`config.mk`:
```
export PLATFORM = sky130hd
export DESIGN_NAME = learned_sensor_table_unit
export DESIGN_NICKNAME = d
export VERILOG_FILES = /design/src/design/lst_pkg.sv /design/src/design/learned_sensor_table_unit.sv
export SDC_FILE = /design/constraint.sdc
export NUM_CORES = 1
export LEC_CHECK = 0
export BUFFER_PORTS_ARGS = -buffer_cell sky130_fd_sc_hd__clkbuf_2
export CORE_UTILIZATION = 54
export CTS_CLUSTER_DIAMETER = 50
export DETAILED_ROUTE_END_ITERATION = 8
export PLACE_DENSITY = 0.75
export SYNTH_ARGS = -nofsm -noshare
export SYNTH_HDL_FRONTEND = slang
export SYNTH_SLANG_ARGS = --single-unit
export TNS_END_PERCENT = 100
```
`constraint.sdc`:
```
create_clock -name clk -period 12.6 [get_ports clk]
set_clock_uncertainty 0.2 [all_clocks]
set_input_delay 0.63 -clock clk [delete_from_list [all_inputs] [get_ports clk]]
set_output_delay 0.63 -clock clk [all_outputs]
set_load 0.05 [all_outputs]
```
`src/design/lst_pkg.sv`:
```
// lst_pkg: shared constants for the learned sensor table
// table depth, id, zone and type widths, derived widths, command codes and result status codes; no dependencies
package lst_pkg;

  localparam int TABLE_DEPTH = 16;
  localparam int IDX_W       = (TABLE_DEPTH > 1) ? $clog2(TABLE_DEPTH) : 1;
  localparam int CNT_W       = $clog2(TABLE_DEPTH + 1);

  localparam int ID_W        = 24;
  localparam int ZONE_W      = 5;
  localparam int STATUS_W    = 3;
  localparam int OUT_IDX_W   = 4;
  localparam int TYPE_W      = 4;

  localparam logic [ZONE_W-1:0] ZONE_MAX = 5'h1F;

  localparam logic CMD_LOOKUP = 1'b0;
  localparam logic CMD_LEARN  = 1'b1;

  localparam logic [STATUS_W-1:0] ST_FOUND     = 3'd0;
  localparam logic [STATUS_W-1:0] ST_NOT_FOUND = 3'd1;
  localparam logic [STATUS_W-1:0] ST_LEARNED   = 3'd2;
  localparam logic [STATUS_W-1:0] ST_DUPLICATE = 3'd3;
  localparam logic [STATUS_W-1:0] ST_FULL      = 3'd4;

endpackage

```
`src/design/learned_sensor_table_unit.sv`:
```
// learned_sensor_table_unit: table of learned sensor ids with zone numbers
// depends on lst_pkg for depth, widths and status codes
//
// One transaction is accepted at a time. A lookup or learn walks the valid
// entries through one id comparator, one entry per cycle from a registered
// table read. A miss or a new learn shows its result once every stored
// entry has been compared; a match ends the walk early, and a learn on a
// full table skips the walk. A finished result moves into an output
// register once that register is free, and the unit is ready again in the
// same cycle that its result appears there. The next item may be accepted
// while the result waits in the output register. The table needs no
// clearing after reset: only entries below the entry count are ever read.
module learned_sensor_table_unit
  import lst_pkg::*;
(
  input  logic                 clk,
  input  logic                 rst_n,
  input  logic                 in_valid,
  output logic                 in_ready,
  input  logic                 in_cmd,
  input  logic [ID_W-1:0]      in_sensor_id,
  output logic                 out_valid,
  input  logic                 out_ready,
  output logic [STATUS_W-1:0]  out_status,
  output logic [OUT_IDX_W-1:0] out_entry_index,
  output logic [ZONE_W-1:0]    out_zone_number
);

  localparam logic [1:0] S_IDLE = 2'd0;
  localparam logic [1:0] S_SCAN = 2'd1;
  localparam logic [1:0] S_DONE = 2'd2;

  logic [ID_W-1:0]   id_mem   [TABLE_DEPTH];
  logic [ZONE_W-1:0] zone_mem [TABLE_DEPTH];

  logic [1:0]          state_r, state_nxt;
  logic [CNT_W-1:0]    entry_count_r, entry_count_nxt;
  logic [CNT_W-1:0]    rd_ptr_r, rd_ptr_nxt;
  logic                cmd_r;
  logic [ID_W-1:0]     id_r;
  logic [ID_W-1:0]     rd_id_r;
  logic [ZONE_W-1:0]   rd_zone_r;
  logic [IDX_W-1:0]    rd_idx_r;
  logic                rd_vld_r, rd_vld_nxt;
  logic [ZONE_W-1:0]   zone_acc_r, zone_acc_nxt;
  logic [STATUS_W-1:0] res_status_r, res_status_nxt;
  logic [IDX_W-1:0]    res_idx_r, res_idx_nxt;
  logic [ZONE_W-1:0]   res_zone_r, res_zone_nxt;
  logic                out_valid_r, out_valid_nxt;
  logic [STATUS_W-1:0] out_status_r;
  logic [OUT_IDX_W-1:0] out_idx_r;
  logic [ZONE_W-1:0]   out_zone_r;

  logic in_fire, out_load, mem_rd_en, mem_wr_en, id_hit, type_hit, scan_end;

  assign in_ready  = (state_r == S_IDLE);
  assign in_fire   = in_valid && in_ready;
  assign out_load  = (state_r == S_DONE) && (!out_valid_r || out_ready);
  assign mem_rd_en = (state_r == S_SCAN) && (rd_ptr_r < entry_count_r);
  assign id_hit    = rd_vld_r && (rd_id_r == id_r);
  assign type_hit  = rd_vld_r && (rd_id_r[ID_W-1 -: TYPE_W] == id_r[ID_W-1 -: TYPE_W]);
  assign scan_end  = (state_r == S_SCAN) && !rd_vld_r && (rd_ptr_r == entry_count_r);
  assign mem_wr_en = scan_end && (cmd_r == CMD_LEARN);

  // table storage with registered read
  always_ff @(posedge clk) begin
    if (mem_wr_en) begin
      id_mem[entry_count_r[IDX_W-1:0]]   <= id_r;
      zone_mem[entry_count_r[IDX_W-1:0]] <= zone_acc_r;
    end
    if (mem_rd_en) begin
      rd_id_r   <= id_mem[rd_ptr_r[IDX_W-1:0]];
      rd_zone_r <= zone_mem[rd_ptr_r[IDX_W-1:0]];
      rd_idx_r  <= rd_ptr_r[IDX_W-1:0];
    end
  end

  always_comb begin
    state_nxt       = state_r;
    entry_count_nxt = entry_count_r;
    rd_ptr_nxt      = rd_ptr_r;
    rd_vld_nxt      = mem_rd_en;
    zone_acc_nxt    = zone_acc_r;
    res_status_nxt  = res_status_r;
    res_idx_nxt     = res_idx_r;
    res_zone_nxt    = res_zone_r;
    out_valid_nxt   = out_valid_r;

    if (out_valid_r && out_ready) begin
      out_valid_nxt = 1'b0;
    end

    unique case (state_r)
      S_IDLE: begin
        if (in_fire) begin
          rd_ptr_nxt   = '0;
          zone_acc_nxt = ZONE_W'(1);
          if (in_cmd == CMD_LEARN && entry_count_r >= CNT_W'(TABLE_DEPTH)) begin
            res_status_nxt = ST_FULL;
            res_idx_nxt    = '0;
            res_zone_nxt   = '0;
            state_nxt      = S_DONE;
          end else begin
            state_nxt = S_SCAN;
          end
        end
      end
      S_SCAN: begin
        if (mem_rd_en) begin
          rd_ptr_nxt = rd_ptr_r + 1'b1;
        end
        if (id_hit) begin
          rd_vld_nxt = 1'b0;
          state_nxt  = S_DONE;
          if (cmd_r == CMD_LOOKUP) begin
            res_status_nxt = ST_FOUND;
            res_idx_nxt    = rd_idx_r;
            res_zone_nxt   = rd_zone_r;
          end else begin
            res_status_nxt = ST_DUPLICATE;
            res_idx_nxt    = '0;
            res_zone_nxt   = '0;
          end
        end else if (type_hit && zone_acc_r != ZONE_MAX) begin
          zone_acc_nxt = zone_acc_r + 1'b1;
        end
        if (scan_end) begin
          state_nxt = S_DONE;
          if (cmd_r == CMD_LOOKUP) begin
            res_status_nxt = ST_NOT_FOUND;
            res_idx_nxt    = '0;
            res_zone_nxt   = '0;
          end else begin
            res_status_nxt  = ST_LEARNED;
            res_idx_nxt     = entry_count_r[IDX_W-1:0];
            res_zone_nxt    = zone_acc_r;
            entry_count_nxt = entry_count_r + 1'b1;
          end
        end
      end
      S_DONE: begin
        if (out_load) begin
          out_valid_nxt = 1'b1;
          state_nxt     = S_IDLE;
        end
      end
      default: begin
        state_nxt = S_IDLE;
      end
    endcase
  end

  always_ff @(posedge clk) begin
    if (!rst_n) begin
      state_r       <= S_IDLE;
      entry_count_r <= '0;
      rd_vld_r      <= 1'b0;
      out_valid_r   <= 1'b0;
    end else begin
      state_r       <= state_nxt;
      entry_count_r <= entry_count_nxt;
      rd_vld_r      <= rd_vld_nxt;
      out_valid_r   <= out_valid_nxt;
    end
  end

  // payload registers
  always_ff @(posedge clk) begin
    rd_ptr_r     <= rd_ptr_nxt;
    zone_acc_r   <= zone_acc_nxt;
    res_status_r <= res_status_nxt;
    res_idx_r    <= res_idx_nxt;
    res_zone_r   <= res_zone_nxt;
    if (in_fire) begin
      cmd_r <= in_cmd;
      id_r  <= in_sensor_id;
    end
    if (out_load) begin
      out_status_r <= res_status_r;
      out_idx_r    <= OUT_IDX_W'(res_idx_r);
      out_zone_r   <= res_zone_r;
    end
  end

  assign out_valid       = out_valid_r;
  assign out_status      = out_status_r;
  assign out_entry_index = out_idx_r;
  assign out_zone_number = out_zone_r;

  a_count_bound: assert property (@(posedge clk) disable iff (!rst_n)
    entry_count_r <= CNT_W'(TABLE_DEPTH))
    else $error("entry count beyond table depth");

  a_ptr_bound: assert property (@(posedge clk) disable iff (!rst_n)
    state_r == S_SCAN |-> rd_ptr_r <= entry_count_r)
    else $error("read pointer past entry count");

  a_learn_grows: assert property (@(posedge clk) disable iff (!rst_n)
    mem_wr_en |=> entry_count_r == $past(entry_count_r) + 1'b1)
    else $error("learn did not grow the table");

  a_out_hold: assert property (@(posedge clk) disable iff (!rst_n)
    (state_r == S_DONE && out_valid_r && !out_ready) |=> state_r == S_DONE)
    else $error("result overwrote a pending transaction");

  a_no_write_on_full: assert property (@(posedge clk) disable iff (!rst_n)
    mem_wr_en |-> entry_count_r < CNT_W'(TABLE_DEPTH))
    else $error("write into a full table");

endmodule

```
== After elaboration in Yosys (flattened, before gate mapping) ==
Memory sizes are Yosys's and may differ from the RTL's. A register that Yosys moved wholly into a read port is not among the register bits.
Cells that the tools add are included.

* Bits in registers: 72
* Memory bits (writable): 464
* Bits of input ports: 29
* Output and inout port bits: 14
* Word-level logic and storage cells: 97
* Memories: 2

{| class="wikitable"
|+ Memories
! memory !! words !! bits a word !! rd ports !! clocked after Yosys merged registers in !! wr ports !! RTL line !! source
|-
| id_mem || 16 || 24 || 1 || 1 || 1 || learned_sensor_table_unit.sv:33 || <nowiki>logic [ID_W-1:0] id_mem [TABLE_DEPTH];</nowiki>
|-
| zone_mem || 16 || 5 || 1 || 1 || 1 || learned_sensor_table_unit.sv:34 || <nowiki>logic [ZONE_W-1:0] zone_mem [TABLE_DEPTH];</nowiki>
|}

* Add/sub/neg operators: 3
* Order comparisons: 2
* Eq/ne operators: 13
* Muxes and demuxes: 41
* Reduce and logical (&&, ||, !) cells: 21

{| class="wikitable"
|+ Operators with widths
! operator !! number
|-
| 5-bit two-way mux || 11
|-
| 5-bit case mux with 2 select lines || 3
|-
| 24-bit == test || 1
|-
| 4-bit two-way mux || 6
|-
| 5-bit by 1-bit adder with 5-bit output, second input constant || 3
|-
| 2-bit two-way mux || 7
|-
| 3-bit two-way mux || 4
|-
| 1-bit logical AND || 11
|-
| 3-bit AND reduction || 3
|-
| 4-bit case mux with 2 select lines || 1
|-
| 4-bit AND reduction || 2
|-
| 1-bit two-way mux || 7
|-
| 2-bit by 1-bit inequality test with 1-bit output, second input constant || 3
|-
| 2-bit inequality test, second input constant || 3
|-
| 2-bit case mux with 3 select lines || 1
|-
| 3-bit case mux with 2 select lines || 1
|-
| 5-bit == test || 1
|-
| 5-bit greater-or-equal comparator, second input constant || 1
|-
| 5-bit less-than comparator || 1
|-
| 5-bit inequality test, second input constant || 1
|-
| 4-bit == test || 1
|-
| 3-bit inequality test, second input constant || 1
|-
| 2-bit by 1-bit == test with 1-bit output, second input constant || 1
|-
| 2-bit == test, second input constant || 1
|-
| other kinds (4) || 5
|}

== Longest topological paths before layout ==
Gate-level depths: netlist of run 1.

* Depth in word-level cells: 6
* Mapped depth: 12
* Gate-level depth less buffers: 10

== Least setup slack after synthesis of run 1 ==
No wires, ideal clock.

* Path kind: flip-flop to flip-flop
* Start: register rd_ptr_r[0]
* End: memory id_mem[3][0], enable pin
* Setup time: 451 ps
* Data arrival time: 3878 ps
* Required time: 11949 ps
* Path slack: 8070 ps
* Cell stages (with the launch flop): 11
* Path buffers: 3
* Clock period less this slack: 4530 ps
* Path through: edfxtp_1 > buf_6 > buf_6 > buf_4 > inv_2 > ha_1 > nand4b_1 > nor2_1 > ha_1 > nand2_1 > nor3_1

* Cells in the longest elaborated chain, start to end: 5

{| class="wikitable"
|+ Ends and longest elaborated chain
! element !! RTL line !! source
|-
| start, declared || learned_sensor_table_unit.sv:38 || <nowiki>logic [CNT_W-1:0] rd_ptr_r, rd_ptr_nxt;</nowiki>
|-
| start signal, assigned || learned_sensor_table_unit.sv:169 || <nowiki>rd_ptr_r <= rd_ptr_nxt;</nowiki>
|-
| 5-bit == test || learned_sensor_table_unit.sv:62 || <nowiki>assign scan_end = (state_r == S_SCAN) && !rd_vld_r && (rd_ptr_r == entry_count_r);</nowiki>
|-
| 1-bit logical AND || learned_sensor_table_unit.sv:62 ||
|-
| 1-bit logical AND || learned_sensor_table_unit.sv:63 || <nowiki>assign mem_wr_en = scan_end && (cmd_r == CMD_LEARN);</nowiki>
|-
| 1-bit two-way mux || learned_sensor_table_unit.sv:67 || <nowiki>if (mem_wr_en) begin</nowiki>
|-
| 1-bit two-way mux (not written as such) || learned_sensor_table_unit.sv:68 || <nowiki>id_mem[entry_count_r[IDX_W-1:0]] <= id_r;</nowiki>
|-
| end, declared || learned_sensor_table_unit.sv:33 ||
|}

Every way passes these cells.

== Worst setup path after layout of run 1 ==
* Start: register rd_ptr_r[0]
* End: register rd_id_r[12], read port of id_mem (data pin)

* Cells in the longest elaborated chain, start to end: 2

{| class="wikitable"
|+ Ends and longest elaborated chain
! element !! RTL line !! source
|-
| 5-bit less-than comparator || learned_sensor_table_unit.sv:59 || <nowiki>assign mem_rd_en = (state_r == S_SCAN) && (rd_ptr_r < entry_count_r);</nowiki>
|-
| 1-bit logical AND || learned_sensor_table_unit.sv:59 ||
|-
| end, declared || learned_sensor_table_unit.sv:41 || <nowiki>logic [ID_W-1:0] rd_id_r;</nowiki>
|}

Several ways; a longest one is shown, not always the timed one.
A chain may end at the register's enable or synchronous reset.

==> run metrics, run 1 <==
status finished clean; non-filler cells, final 1683; Yosys top cell by area edfxtp_1; clock slew at reported path FFs 60 ps; initial core utilization 54.80%; synthesized net count 1068; Cell Area, Placed 22630 sq um; fin nets 1158; critical path's slowest cell buf_4; Startpoint Class register; critical path's most frequent cell buf_4; RSZ-0062 raised after global routing false; die height 202.8 microns; Post-Place Cells 1563; port bufs 42; crit-path max cell delay 880 ps; Root Buffer clkbuf_16; global-route wire length before repair 64.49 mm; Ant. Diodes 0; total global routing overflow 0; setup bufs post-CTS 0; Clock Latency Late Sink 610 ps; Slew headroom 13.53%; Max Transition Viols Final 0; layout cell share with drive strength beyond 1 24.35%; total number of vias 10100; actual slew at the worst max-slew pin 1294 ps; met3 Use GR 4.510%; row count 73; largest net degree at the start of global routing 65; max-cap violations 0; ys async rst share 0%; Yosys cell types 40; most common cell in the netlist edfxtp_1; Worst Hold Class in -> reg; dominant cells by area after synthesis edfxtp_1, mux4_2, mux2i_1, xnor2_1, nor2b_1; Syn Inst Count 1026; IO Pins 43; Wirelength per Cell 25.00 microns; htree depth 2; CTS Sinks 565; crit-path leading delay family buffers and inverters; PD cells 207.9 nW/um^2; die width 202.8 microns; synthesized cell area 21770 sq um; final hold slack 20.47 ps; drt first-iter violations 784; Buf/Inv on CP 3; final hold violation count 0; Worst Setup End Kind register; CTS tree yes; Core ar. 39730 sq um; Worst VDD drop 0.1264 mV; met2 Usage GRT 34.04%; Final Cycle Share 33.52%; Max Freq 236.8 MHz; final setup violating endpoints 0; CP Data Required Time 12710 ps; Area growth syn-to-layout 12.80%; synth cell count leaders edfxtp_1, mux4_2, a21oi_1; crit-path cells buf_4, buf_4, buf_4, mux4_2, nor2b_1, a211oi_1, a21oi_1; Post-synth EDFFs 556; vias in the first global route 10430; Finished Cell Area 24560 sq um; flop-to-flop setup slack 8380 ps; Initial DRT Pass Iterations 5; setup TNS 0 ps; CP max FO 50; Resized cells post-CTS 0; drt drc 0; Max clock buf depth 3; Static Leak 7.697 nW; GRT Overall Usage 21.48%; CTS Buf Count 56; synth warn 0; Seq/Total Area, Yosys 77.50%; M1 GR Usage 30.59%; worst slack, placed 8227 ps; Tmin final 4223 ps; Post-Route WL 42.08 mm; Critical Path AT 4330 ps; Syn Area/Cell 21.22 sq um; Seq cells post-synth 565; Post-DRT Antenna Nets 0; path type of the worst setup path reg -> reg; Detailed Place HPWL 22.10 mm; busiest grt layer met2; final setup margin 8377 ps; top cell type's share of synthesized area 76.68%; GP Congestion 0.7620; initial antenna violation count 0; drt via density 6.003; Post-synth top flop edfxtp_1; full die area 41130 sq um
==> cell families after synthesis <==
kind of cell,after synthesis,share of synthesized area [%]
buffers and inverters,59,1.448
adder cells (fa/ha/maj),13,0.7470
multiplexers,145,13.33
flip-flops,565,77.50
AO/OA/AOI/OAI,83,2.488
AND/OR/NAND/NOR,129,3.195
XOR/XNOR,32,1.287
==> layout make-up <==
cell class              count  area, sq um
flip-flops and latches    565        16880
fillers                  2655        15170
multi-input cells         402         4701
clock buffers              66         1460
well taps                 525        656.9
repair buffers             83        568.0
clock inverters            34        270.3
inverters                   8        30.03
==> layout by cell type, fill, tap and decap left out, types with 5 or more instances in the layout <==
cell           count
a211oi_1          26
a21oi_1           34
a31oi_1            5
and2_1             9
buf_4             21
clkbuf_1           9
clkbuf_16         57
clkbuf_2          42
clkinv_1          15
clkinv_2           5
dfxtp_1            9
dlygate4sd3_1     20
edfxtp_1         556
ha_1              13
mux2i_1           29
mux4_2           116
nand2_1           16
nand3_1            5
nand4_1            7
nor2_1            19
nor2_4            13
nor2b_1           33
nor3b_1            5
xnor2_1           29
==> report_power, final <==
group          switching [mW]  internal [mW]
clock network           0.684          0.889
logic                   0.637          0.503
registers               0.107           2.28
==> metal layers <==
metal,wire (microns),vias to the layer above
met5,0,-
met4,897,0
met3,2746,62
met2,20420,355
met1,18020,5291
li1,-,4395
==> stage by stage <==
stage	power [mW]	util, %
after floorplan	3.300	-
after global placement	3.551	56.96
after detailed placement	3.583	56.96
after CTS	5.149	61.82
after global routing	5.308	61.82
final	5.106	61.82
==> path summary, 6_finish.rpt <==
check,from,end,depth (start not counted)
worst max-delay path,rd_ptr_r[0],rd_id_r[12],7
worst min-delay path,in_sensor_id[1],id_r[1],1
worst max register to register,rd_ptr_r[0],rd_id_r[12],7
worst min register to register,res_idx_r[2],out_entry_index[2],0
==> registers in the layout, indices dropped and copies added, names as in the netlist, 24 cells and up <==
register / flops
id_mem: 384
zone_mem: 80
id_r: 24
rd_id_r: 24
==> what timing repair did <==
item	CTS	global route
hold buffers	20	0
endpoints found under the hold margin	20	0
endpoints found under the setup margin	0	0
Power figures use the tool's default switching activity.
==> run 2: changes to the inputs <==
==> constraint.sdc (replaced) <==
create_clock -name clk -period 4.27 [get_ports clk]
set_clock_uncertainty 0.2 [all_clocks]
set_input_delay 0.2135 -clock clk [delete_from_list [all_inputs] [get_ports clk]]
set_output_delay 0.2135 -clock clk [all_outputs]
set_load 0.05 [all_outputs]
==> run 2 against run 1 <==
Combinational power grew to 3.2 times the previous value. First-iteration DRC count grew 36%. Critical endpoint is now id_mem[12][22]. Sequential power rose to 3.0 times the previous value. Via count is 2.6% higher. Total power rose to 3.0 times the previous value. Register-to-register slack worse by 7800 ps. Die area did not move. Sequential cell count did not move. Core utilization up 0.81 points. Largest cell class unchanged. Fmax rose by 13%. Cell count rose by 1.7%.
==> run metrics, run 2 (same netlist as run 1, synthesis figures left out) <==
final hold violation count 0 (unchanged); global-route wire length before repair 66.67 mm (+3.4%); commonest non-fill, non-tap cell in the layout edfxtp_1; most frequent cells in the layout edfxtp_1, mux4_2, clkbuf_16, clkbuf_2, buf_4; full die area 41130 sq um (unchanged); Largest register FFs 384 (unchanged); Tmin final 3724 ps (-498.9 ps); busiest grt layer met2; Final Cycle Share 87.22% (+54 points); Static Leak 7.844 nW (+1.9%); M1 GR Usage 31.91% (+1.3 points); drt drc 0 (unchanged); setup bufs post-CTS 0 (unchanged); # fillers 2690 (+1.3%); initial core utilization 54.80% (unchanged); fin nets 1186 (+2.4%); largest net degree at the start of global routing 92 (+42%); CTS Buf Count 56 (unchanged); PD cells 618.2 nW/um^2 (+200%); Critical Path AT 3800 ps (-530 ps); Core ar. 39730 sq um (unchanged); row count 73 (unchanged); setup TNS 0 ps (unchanged); IO Pins 43 (unchanged); Area growth syn-to-layout 14.28%; Detailed Place HPWL 26.34 mm (+19%); Startpoint Class register; Worst Setup End Kind register; actual slew at the worst max-slew pin 953.1 ps (-340.8 ps); Max Freq 268.5 MHz (+13%); die height 202.8 microns (unchanged); Clock Latency Late Sink 590 ps (-20 ps); drt via density 6.060 (+0.95%); GRT Overall Usage 22.45% (+0.98 points); total number of vias 10370 (+2.6%); Max clock buf depth 3 (unchanged); Wirelength per Cell 25.71 microns (+2.8%); final setup violating endpoints 0 (unchanged); CP Data Required Time 4340 ps (-8370 ps); CP max FO 16 (-68%); Slew headroom 36.46% (+23 points); status finished clean; Worst Hold Class in -> reg; vias in the first global route 10740 (+2.9%); Max Transition Viols Final 0 (unchanged); layout cell share with drive strength beyond 1 25.38% (+1.0 points); CTS tree yes; GP Congestion 0.8238 (+8.1%); clock slew at reported path FFs 60 ps (about the same); max-cap violations 0 (unchanged); Root Buffer clkbuf_16; htree depth 2 (unchanged); die width 202.8 microns (unchanged); Final Power 15.38 mW (+200%); CTS Sinks 565 (unchanged); port bufs 42 (unchanged); RSZ-0062 raised after global routing false; met2 Usage GRT 34.88% (+0.84 points); Worst VDD drop 0.4065 mV (+220%); drt first-iter violations 1063 (+36%); Initial DRT Pass Iterations 5 (unchanged); path type of the worst setup path reg -> reg; Post-Route WL 44.00 mm (+4.6%); total global routing overflow 0 (unchanged); Post-DRT Antenna Nets 0 (unchanged); met3 Use GR 3.949% (-0.56 points); Ant. Diodes 0 (unchanged); initial antenna violation count 0 (unchanged)
==> run 2: worst paths after layout <==
check	from	end	slack, ps	depth (start not counted)
setup / recovery	entry_count_r[3]	id_mem[12][22]	550	9
hold / removal	in_sensor_id[12]	id_r[12]	140	2
hold reg to reg	res_zone_r[0]	out_zone_number[0]	220	0
setup reg to reg	entry_count_r[3]	id_mem[12][22]	550	9
==> run 2: per-stage QoR <==
stage | cells | hold slack, ps | utilization (%) | setup WS, ps | area (sq um)
2_1_floorplan | 1026 | 112.4 | - | 515.4 | 21790
3_3_place_gp | 1581 | 190.0 | 57.49 | 741.9 | 22840
3_5_place_dp | 1581 | 192.1 | 57.49 | 535.5 | 22840
4_1_cts | 1711 | 104.2 | 62.63 | 523.2 | 24890
5_1_grt | 1711 | 122.0 | 62.63 | 317.4 | 24890
6_report | 1711 | 137.3 | 62.63 | 545.6 | 24890
==> run 2: worst max-delay path: stages, from the launching register on <==
cell and delay [ps]:
dfxtp_1 700, inv_2 120, ha_1 330, and3_1 190
nand4b_1 190, nor2_1 140, ha_1 320, nand2_1 320
nor2_4 530, buf_4 360
==> run 2: area by class of cell <==
class / count / area [sq um] / share of cell area, %
clock inverters: 29 / 224.0 / 0.9000
multi-input cells: 402 / 4726 / 18.99
inverters: 8 / 30.03 / 0.1207
well taps: 525 / 656.9 / 2.640
clock buffers: 71 / 1519 / 6.104
flip-flops and latches: 565 / 16880 / 67.82
repair buffers: 111 / 853.3 / 3.429
==> run 2: where the power goes <==
group | leakage (nW) | internal [mW] | switching [mW]
registers | 5.10 | 6.74 | 0.327
logic | 1.89 | 1.53 | 2.13
clock network | 0.854 | 2.68 | 1.97
total | 7.84 | 11.0 | 4.43
==> run 2: timing repair <==
action | in CTS | in global routing
hold buffers | 30 | 0
hold endpoints to repair | 39 | 0
resized for setup | 0 | 0
==> run 2: layer usage <==
metal  up-vias  part of all wire (%)
met1      5401                    41
met2       423                    48
li1       4454                     -
met3        91                   7.6
met5         -                     0
met4         0                   3.7
